--- src/hw/rtl/lbsh_pkg.sv ---
// lbsh_pkg: shared widths, defaults and codes for the lod band select block
// no dependencies; imported by lbsh_sq_unit and lod_band_select_hysteresis

package lbsh_pkg;

  localparam int unsigned NumObjectsDef = 256;
  localparam int unsigned MaxBandsDef   = 8;

  localparam int unsigned COORD_W = 20;
  localparam int unsigned SQ_W    = 2 * COORD_W;
  localparam int unsigned DIST_W  = 43;
  localparam int unsigned HYST_W  = 8;
  localparam int unsigned CNT_W   = 4;
  localparam int unsigned OBJ_W   = 8;
  localparam int unsigned BIDX_W  = 3;
  localparam int unsigned MODE_W  = 2;
  localparam int unsigned CFG_AW  = 3;
  localparam int unsigned BAND_OUT_W = 4;

  localparam int unsigned S_DATA_W = 120;
  localparam int unsigned M_DATA_W = 64;

  localparam logic [HYST_W-1:0] HystResetVal = HYST_W'(13);
  localparam logic [BAND_OUT_W-1:0] BandCulled = {BAND_OUT_W{1'b1}};

  typedef enum logic [MODE_W-1:0] {
    MODE_THRESH = 2'd0,
    MODE_HEADER = 2'd1,
    MODE_EVAL   = 2'd2,
    MODE_NONE   = 2'd3
  } mode_e;

  typedef enum logic [CFG_AW-1:0] {
    CFG_CAM_X = 3'd0,
    CFG_CAM_Y = 3'd1,
    CFG_CAM_Z = 3'd2,
    CFG_HYST  = 3'd3,
    CFG_CULL  = 3'd4
  } cfg_idx_e;

endpackage

--- src/hw/rtl/lbsh_sq_unit.sv ---
// lbsh_sq_unit: shared squared-difference unit, one axis per enabled cycle
// depends on lbsh_pkg

module lbsh_sq_unit
  import lbsh_pkg::*;
(
  input  logic                      clk_i,
  input  logic                      en_i,
  input  logic signed [COORD_W-1:0] pos_i,
  input  logic signed [COORD_W-1:0] cam_i,
  output logic        [SQ_W-1:0]    sq_o
);

  logic signed [COORD_W:0] diff;
  logic        [COORD_W-1:0] mag;
  logic        [SQ_W-1:0]  sq_q;

  assign diff = $signed({pos_i[COORD_W-1], pos_i}) - $signed({cam_i[COORD_W-1], cam_i});
  assign mag  = diff[COORD_W] ? COORD_W'(-diff) : COORD_W'(diff);

  always_ff @(posedge clk_i) begin
    if (en_i) begin
      sq_q <= SQ_W'(mag) * SQ_W'(mag);
    end
  end

  assign sq_o = sq_q;

endmodule

--- config.mk ---
export PLATFORM = sky130hd
export DESIGN_NAME = lbsh_sq_unit
export DESIGN_NICKNAME = d
export VERILOG_FILES = /design/src/hw/rtl/lbsh_pkg.sv /design/src/hw/rtl/lbsh_sq_unit.sv
export SDC_FILE = /design/constraint.sdc
export NUM_CORES = 1
export LEC_CHECK = 0
export ABC_AREA = 1
export BUFFER_PORTS_ARGS = -buffer_cell sky130_fd_sc_hd__buf_2
export CORE_MARGIN = 5
export CORE_UTILIZATION = 39
export DETAILED_ROUTE_END_ITERATION = 7
export GPL_TIMING_DRIVEN = 0
export SYNTH_ARGS = -nofsm -noshare
export SYNTH_HDL_FRONTEND = slang
export SYNTH_SLANG_ARGS = --single-unit
export TNS_END_PERCENT = 20
--- constraint.sdc ---
create_clock -name clk_i -period 13.14 [get_ports clk_i]
set_input_delay 1.971 -clock clk_i [delete_from_list [all_inputs] [get_ports clk_i]]
set_output_delay 1.971 -clock clk_i [all_outputs]
set_load 0.1 [all_outputs]
# Word-level counts from Yosys, hierarchy flattened
# Index checks and enable logic that the tools add are counted.
# word_totals
register_bits,40
in_bits,42
output_inout_bits,40
word_cells,5
# op_classes
n_mul,1
n_mux,1
add_sub_neg,2
# op_table
cell,n
20-bit by 20-bit multiplier with 40-bit output,1
20-bit by 20-bit subtractor with 21-bit output,1
20-bit 2-to-1 mux,1
20-bit negator,1

# Longest topological paths before layout
# Gate-level depths: netlist of the first run.
# depth
depth_word,4
ltp_mapped,49

# Worst setup path after synthesis of the first run
# No wires, ideal clock.
# synth_timing
kind,input-to-reg
start,input port pos_i[0]
end,"register sq_q[34], in the netlist sq_o[34], data pin"
cell_stages,41
t_required_ps,12881
setup_slack_ps,3308
n_path_buf,1
t_arrival_ps,9573
path_cell_list,inv_1 ha_1 fa_1 inv_1 nand3_1 nand2_1 nand2_1 nand3_2 nand2_2 nand2_4 inv_4 or2_2 or2_1 nand2_2 buf_4 nor2_1 fa_1 fa_1 [5 not listed] fa_1 inv_1 fa_1 inv_1 ha_1 a21oi_1 inv_1 a31oi_1 nand2_1 a21oi_1 o21ai_0 nand3_1 nand2_1 nand2_1 nand2_1 nand3_1 nand2_1 xor2_1
# synth_via
elab_chain_len,4
# synth_rtl
element,line,source
"start, declared",lbsh_sq_unit.sv:9,"input logic signed [COORD_W-1:0] pos_i,"
20-bit by 20-bit subtractor with 21-bit output (*),lbsh_sq_unit.sv:18,"assign diff = $signed({pos_i[COORD_W-1], pos_i}) - $signed({cam_i[COORD_W-1], cam_i});"
20-bit negator,lbsh_sq_unit.sv:19,assign mag = diff[COORD_W] ? COORD_W'(-diff) : COORD_W'(diff);
20-bit 2-to-1 mux (*),lbsh_sq_unit.sv:19,
20-bit by 20-bit multiplier with 40-bit output (*),lbsh_sq_unit.sv:23,sq_q <= SQ_W'(mag) * SQ_W'(mag);
"end signal, assigned",lbsh_sq_unit.sv:23,
"end, declared",lbsh_sq_unit.sv:16,logic [SQ_W-1:0] sq_q;
# Every way passes the cells marked *; elsewhere a longest branch is shown, timed or not.
# A chain may end at the register's enable or synchronous reset.

# Final worst setup path of the first run
# Ends and elaborated chain as after synthesis.

==> results of run 1 <==
[stage by stage]
stage / utilization / hold slack [ns] / setup slack, ns
finish: 0.4240 / 2.344 / 2.076
global route: 0.4240 / 2.381 / 1.359
CTS: 0.4240 / 2.357 / 2.183
detailed placement: 0.4197 / 2.594 / 1.893
global placement: 0.4197 / 2.593 / 2.008
floorplan: - / 2.084 / 3.308
[final cells by class]
cell class,count,area share
Multi-Input combinational cell,1266,0.7194
Inverter,539,0.1239
Sequential cell,39,0.07163
Tap cell,518,0.03964
Timing Repair Buffer,80,0.02449
Buffer,25,0.01056
Clock buffer,5,0.007653
Clock inverter,3,0.002679
[path summary, 6_finish.rpt]
path                  from                  to  slack [ns]
setup / recovery  pos_i[0]  sq_o[34]$_DFFE_PP_        2.08
hold / removal        en_i  sq_o[11]$_DFFE_PP_        2.34
[cell families (layout without fill, tap and decap cells)]
kind of cell | Yosys count | after routing | share of synthesized area
simple gates | 632 | 632 | 0.1780
flops | 39 | 39 | 0.07739
buf+inv | 564 | 652 | 0.1453
xor+xnor | 53 | 53 | 0.03812
other cells | 1 | 1 | 0.0002478
compound gates | 132 | 132 | 0.05060
fa+ha+maj | 448 | 448 | 0.5103
[per-layer routing]
metal | track usage | vias to the layer above
li1 | - | 5716
met1 | 0.2549 | 5811
met2 | 0.3492 | 316
met3 | 0.02093 | 67
met4 | 0.03872 | 0
met5 | 0 | -
[Yosys cell counts (5+ instances only)]
cell      instances  area [µm²]
inv_1           521        1956
xor2_1           33       289.0
ha_1            166        2077
nand3_2           5       50.05
clkbuf_1          6       22.52
buf_4             7       52.55
xor2_2            5       81.33
nand2_1         297        1115
edfxtp_1         39        1171
fa_1            282        5645
a31oi_1           9       56.30
nor2_2            6       37.54
nor2_1          205       769.5
nand3_1          52       260.3
nand4_1          17       106.4
nor2_4            8       90.09
a21oi_1          69       345.3
buf_6             6       67.56
o21ai_0          30       150.1
nor3_1           12       60.06
buf_2             6       30.03
nand2_2          18       112.6
o21bai_1          6       45.04
inv_2            16       60.06
xnor2_1          11       96.34
==> reports/qor.csv, run 1 <==
metric,value,unit
drtPass1Iterations,6,
synthDistinctLibCells,51,
slowest_stage,fa_1,
grt_antenna_before_repair,0,
met1_length,16.83,mm
synth_seq_cells,39,
syn_area_per_cell,8.096,µm²
syn_area,0.01513,mm²
routedWlPerCell,15.78,µm
synthArstFlopShare,0,
route.detailed.drc,0,
layout.nets,2446,
fin_cells,2475,
cts_tree,built,
ys.warnings.count,0,
cts_max_level,2,
cts.sinks,39,
cts_setup_buffers,0,
crit_fanout,10,
max_stage_delay,0.60,ns
drt-initial-drc-count,712,
hpwl,33.97,mm
setup_viol,0,
worst_pin_slew,0.8287,ns
fillerInstances,3998,
final_cell_area,0.01635,mm²
multi_input_area,0.01176,mm²
grt_pass1_wl,65.88,mm
syn2layout_area_growth,8.045,%
path_buf_inv,11,
num_rows,72,
synth_seq_area_share,0.07739,
place.gp.congestion,0.9232,
ios,82,
synth_flop_cell,edfxtp_1,
fmax,90.39,MHz
synth_nets,2359,
finalMaxSlewViolations,0,
cp.depth,42,
final_common_cell,inv_1,
fp.dieH,207.0,µm
start_util,0.3925,
die_w,207.0,µm
highest_layer,met4,
synth-edff-count,39,
clkTransAtPathRegs,0.06,ns
grt_max_degree,40,
rsz0062_at_grt,false,
crit_required,13.17,ns
final_cell_mix,"inv_1 (521), nand2_1 (297), fa_1 (282)",
via_per_inst,4.812,
worst_setup_path_start_kind,input port,
largest_reg_flops,39,
wl,39.06,mm
core,0.03856,mm²
hold_viol_final,0,
synthCells,1869,
path_delay_family,adder cells,
diodes,0,
track_usage,0.1941,
crit_type,in2reg,
place_area,0.01618,mm²
post_cts_resized,0,
vias,11910,
worst_hold_path_type,in2reg,
min_period,11.06,ns
crit_arrival,11.10,ns
ff_latch_area,0.001171,mm²
cap_violations,0,
cts_made_buffers,5,
drive_above_1_share,0.09198,
grt_pass1_vias,12940,
cp-end-kind,register,
die_area,0.04284,mm²
portBuffers,80,
wl_met2,19.34,mm
finalSetupTns,0,ns
dpl.cell_count,2467,
status,"finished, final reports clean",
clockBufferDepth,2,
max-slew-margin-rel,0.4475,
drtAntennaViolNets,0,
holdPathStages,1,
finalCritPeriodShare,0.8420,
grt_overflow,0,
cts_hold_buf,0,
dr_wl_met3,1.977,mm
root_buffer,clkbuf_16,
Power of run 1 is left out: the tool's default activity adds up to more than one toggle a clock period on the data nets, which glitch-free logic cannot reach.
==> run 2: changes to the inputs <==
==> constraint.sdc (replaced) <==
create_clock -name clk_i -period 10.2 [get_ports clk_i]
set_input_delay 1.53 -clock clk_i [delete_from_list [all_inputs] [get_ports clk_i]]
set_output_delay 1.53 -clock clk_i [all_outputs]
set_load 0.1 [all_outputs]
==> run 2 against run 1 <==
Hold slack got worse by 0.44 ns. Non-clock buffer count increased by 7. Highest routed layer unchanged. Clock-buffer cell count unchanged.
==> reports/qor.csv, run 2 (synthesized netlist as in run 1, its figures left out) <==
metric,value,unit
rsz0062_at_grt,true,
drive_above_1_share,0.1120,
max-slew-margin-rel,0.4495,
die_area,0.04284,mm²
grt_pass1_vias,12920,
diodes,0,
route.detailed.drc,0,
cts_hold_buf,0,
crit_required,10.32,ns
clockBufferDepth,2,
fp.dieH,207.0,µm
hold_viol_final,0,
worst_pin_slew,0.8257,ns
min_period,9.746,ns
final_common_cell,inv_1,
place.gp.congestion,0.9232,
drt-initial-drc-count,690,
hold_slack,1.900,ns
drtAntennaViolNets,0,
grt_pass1_wl,65.74,mm
cts_tree,built,
routedWlPerCell,15.76,µm
hpwl,33.97,mm
worst_hold_path_type,in2reg,
syn2layout_area_growth,9.650,%
grt_antenna_before_repair,0,
worst_setup_path_start_kind,input port,
clkTransAtPathRegs,0.06,ns
drtPass1Iterations,7,
start_util,0.3925,
grt_overflow,0,
die_w,207.0,µm
via_per_inst,4.805,
finalMaxSlewViolations,0,
slowest_stage,fa_2,
fillerInstances,3980,
layout.nets,2453,
cts_max_level,2,
largest_reg_flops,39,
setup_viol,0,
final_cell_mix,"inv_1 (518), nand2_1 (294), fa_1 (281)",
ios,82,
portBuffers,80,
holdPathStages,1,
track_usage,0.1935,
core,0.03856,mm²
status,"finished, final reports clean",
num_rows,72,
max_stage_delay,0.58,ns
grt_max_degree,40,
cts.sinks,39,
crit_type,in2reg,
wl,39.11,mm
finalCritPeriodShare,0.9555,
cts_made_buffers,5,
root_buffer,clkbuf_16,
fmax,102.6,MHz
cap_violations,0,
vias,11930,
crit_arrival,9.87,ns
crit_fanout,10,
cp-end-kind,register,
==> run 2: layout make-up <==
class / instances / area, µm² / area share
buffer: 24 / 201.4 / 0.01214
clock inverter: 3 / 43.79 / 0.002639
inverter: 539 / 2031 / 0.1224
sequential: 39 / 1171 / 0.07058
multi-input combinational: 1266 / 11910 / 0.7179
clock buffer: 5 / 125.1 / 0.007541
tap: 518 / 648.1 / 0.03906
timing repair buffer: 88 / 460.4 / 0.02775
==> run 2: per-layer routing <==
metal | track usage | routed length [µm] | up-vias
met5 | 0 | 0 | -
met4 | 0.03872 | 852 | 0
met3 | 0.02297 | 2182 | 58
met2 | 0.3484 | 19430 | 307
met1 | 0.2527 | 16640 | 5829
li1 | - | - | 5733
==> run 2: per-stage QoR <==
step | TNS [ns] | setup slack [ns] | cell area, µm² | cells | utilization
finish | 0 | 0.4536 | 16590 | 2482 | 0.4303
detailed placement | -5.021 | -0.6058 | 16180 | 2467 | 0.4197
global route | -0.1176 | -0.04212 | 16590 | 2482 | 0.4303
CTS | 0 | 0.06394 | 16390 | 2475 | 0.4252
global placement | -3.170 | -0.4914 | 16180 | 2467 | 0.4197
floorplan | 0 | 0.8087 | 15130 | 1869 | -
==> run 2: final timing paths <==
| check | startpoint | end | slack (ns) |
|---|---|---|---|
| worst max-delay path | pos_i[0] | sq_o[38]$_DFFE_PP_ | 0.45 |
| worst min-delay path | en_i | sq_o[11]$_DFFE_PP_ | 1.90 |
==> run 2: what timing repair did <==
action                                 in CTS  in global routing
pin swaps                                   0                  5
setup endpoints to repair                   8                 20
endpoints found under the hold margin       0                  0
gates resized for setup                    12                 50
buffers inserted                            0                  8
==> run 2: worst max-delay path, delay by kind of cell <==
| kind | cells | cell delay, ns |
|---|---|---|
| buf+inv | 7 | 0.65 |
| compound gates | 1 | 0.17 |
| fa+ha+maj | 10 | 4.47 |
| simple gates | 18 | 2.84 |
| xor+xnor | 1 | 0.18 |
Power of run 2 is left out for the same reason.
==> run 3: changes to the inputs <==
--- a/config.mk
+++ b/config.mk
@@ -11,6 +11,7 @@
 export CORE_UTILIZATION = 39
 export DETAILED_ROUTE_END_ITERATION = 7
 export GPL_TIMING_DRIVEN = 0
+export RECOVER_POWER = 50
 export SYNTH_ARGS = -nofsm -noshare
 export SYNTH_HDL_FRONTEND = slang
 export SYNTH_SLANG_ARGS = --single-unit
==> run 3 against run 2 <==
The run now ends with max-capacitance violations, max-slew violations left. Utilization shrank 0.055 points. Final cell count is the same. Highest routed layer unchanged. Flip-flop and latch count is the same. Critical path type unchanged. Sequential share of layout area is essentially flat. Critical path depth is the same.
==> reports/qor.csv, run 3 (synthesized netlist as in run 1, its figures left out) <==
metric,value,unit
finalCritPeriodShare,0.9553,
min_period,9.744,ns
worstHoldStart,cam_i[0],
clkTransAtPathRegs,0.06,ns
drtPass1Iterations,5,
ios,82,
track_usage,0.1935,
cts_max_level,2,
grt_pass1_vias,12920,
hold_viol_final,0,
root_buffer,clkbuf_16,
clockBufferDepth,2,
largest_reg_flops,39,
final_common_cell,inv_1,
finalSetupTns,0,ns
status,"complete, but fails checks",
cts_tree,built,
slowest_stage,fa_2,
drive_above_1_share,0.1034,
setup_viol,0,
worst_setup_path_start_kind,input port,
cp-end-kind,register,
layout_setup_ws,0.4559,ns
route.detailed.drc,0,
worst_pin_slew,1.968,ns
cts.sinks,39,
fillerInstances,3993,
start_util,0.3925,
crit_required,10.32,ns
finalMaxSlewViolations,40,
crit_type,in2reg,
cts_hold_buf,0,
grt_antenna_before_repair,0,
num_rows,72,
holdPathStages,4,
place.gp.congestion,0.9232,
die_w,207.0,µm
vias,11930,
portBuffers,80,
grt_max_degree,40,
crit_arrival,9.86,ns
max_stage_delay,0.58,ns
hpwl,33.97,mm
layout.nets,2453,
hold_slack,2.185,ns
cap_violations,1,
fmax,102.6,MHz
worst_hold_path_type,in2reg,
drtAntennaViolNets,0,
rsz0062_at_grt,true,
finish.utilization,0.4298,
routedWlPerCell,15.75,µm
final_cell_mix,"inv_1 (518), nand2_1 (294), fa_1 (281)",
cts_made_buffers,5,
grt_pass1_wl,65.74,mm
drt-initial-drc-count,690,
grt_overflow,0,
diodes,0,
syn2layout_area_growth,9.509,%
fp.dieH,207.0,µm
wl,39.10,mm
core,0.03856,mm²
violations,"max-capacitance violations, max-slew violations",
post-place-ws,-0.6058,ns
via_per_inst,4.807,
die_area,0.04284,mm²
crit_fanout,10,
min_to,sq_o[0]$_DFFE_PP_,
max-slew-margin-rel,-0.3121,
-- run 3: layer usage --
| metal | track usage | part of all wire | up-vias |
|---|---|---|---|
| met5 | 0 | 0 | - |
| met4 | 0.03872 | 0.021 | 0 |
| met3 | 0.02297 | 0.056 | 58 |
| met2 | 0.3484 | 0.50 | 303 |
| met1 | 0.2527 | 0.43 | 5837 |
| li1 | - | - | 5732 |
-- run 3: area by class of cell --
cell class	count	area, µm²	area share
multi-input cells	1266	11910	0.7188
inverters	539	2031	0.1225
flip-flops and latches	39	1171	0.07067
well taps	518	648.1	0.03911
repair buffers	88	439.2	0.02650
plain buffers	24	201.4	0.01216
clock buffers	5	125.1	0.007551
clock inverters	3	43.79	0.002643
-- run 3: worst max path at each step --
stage              from            endpoint  slack (ns)  cells after the start
3_5_place_dp   pos_i[0]  sq_o[34]$_DFFE_PP_       -0.61                     42
2_1_floorplan  pos_i[0]  sq_o[34]$_DFFE_PP_        0.81                     41
4_1_cts        pos_i[0]  sq_o[34]$_DFFE_PP_        0.06                     42
3_3_place_gp   pos_i[0]  sq_o[34]$_DFFE_PP_       -0.49                     42
6_report       pos_i[0]  sq_o[38]$_DFFE_PP_        0.46                     37
5_1_grt        pos_i[0]  sq_o[38]$_DFFE_PP_       -0.04                     41
-- run 3: critical path, delay by kind of cell --
family          cells  cell delay, ns
fa+ha+maj          10            4.47
xor+xnor            1            0.18
compound gates      1            0.17
buf+inv             7            0.65
simple gates       18            2.85
-- run 3: timing repair --
item	CTS	global route
gates resized for setup	12	50
setup endpoints to repair	8	20
pin swaps	0	5
setup buffers	0	8
-- run 3: stage by stage --
| stage | cells | cell area, µm² |
|---|---|---|
| 5_1_grt | 2482 | 16570 |
| 3_5_place_dp | 2467 | 16180 |
| 2_1_floorplan | 1869 | 15130 |
| 4_1_cts | 2475 | 16390 |
| 6_report | 2482 | 16570 |
| 3_3_place_gp | 2467 | 16180 |
Power of run 3 is left out for the same reason.
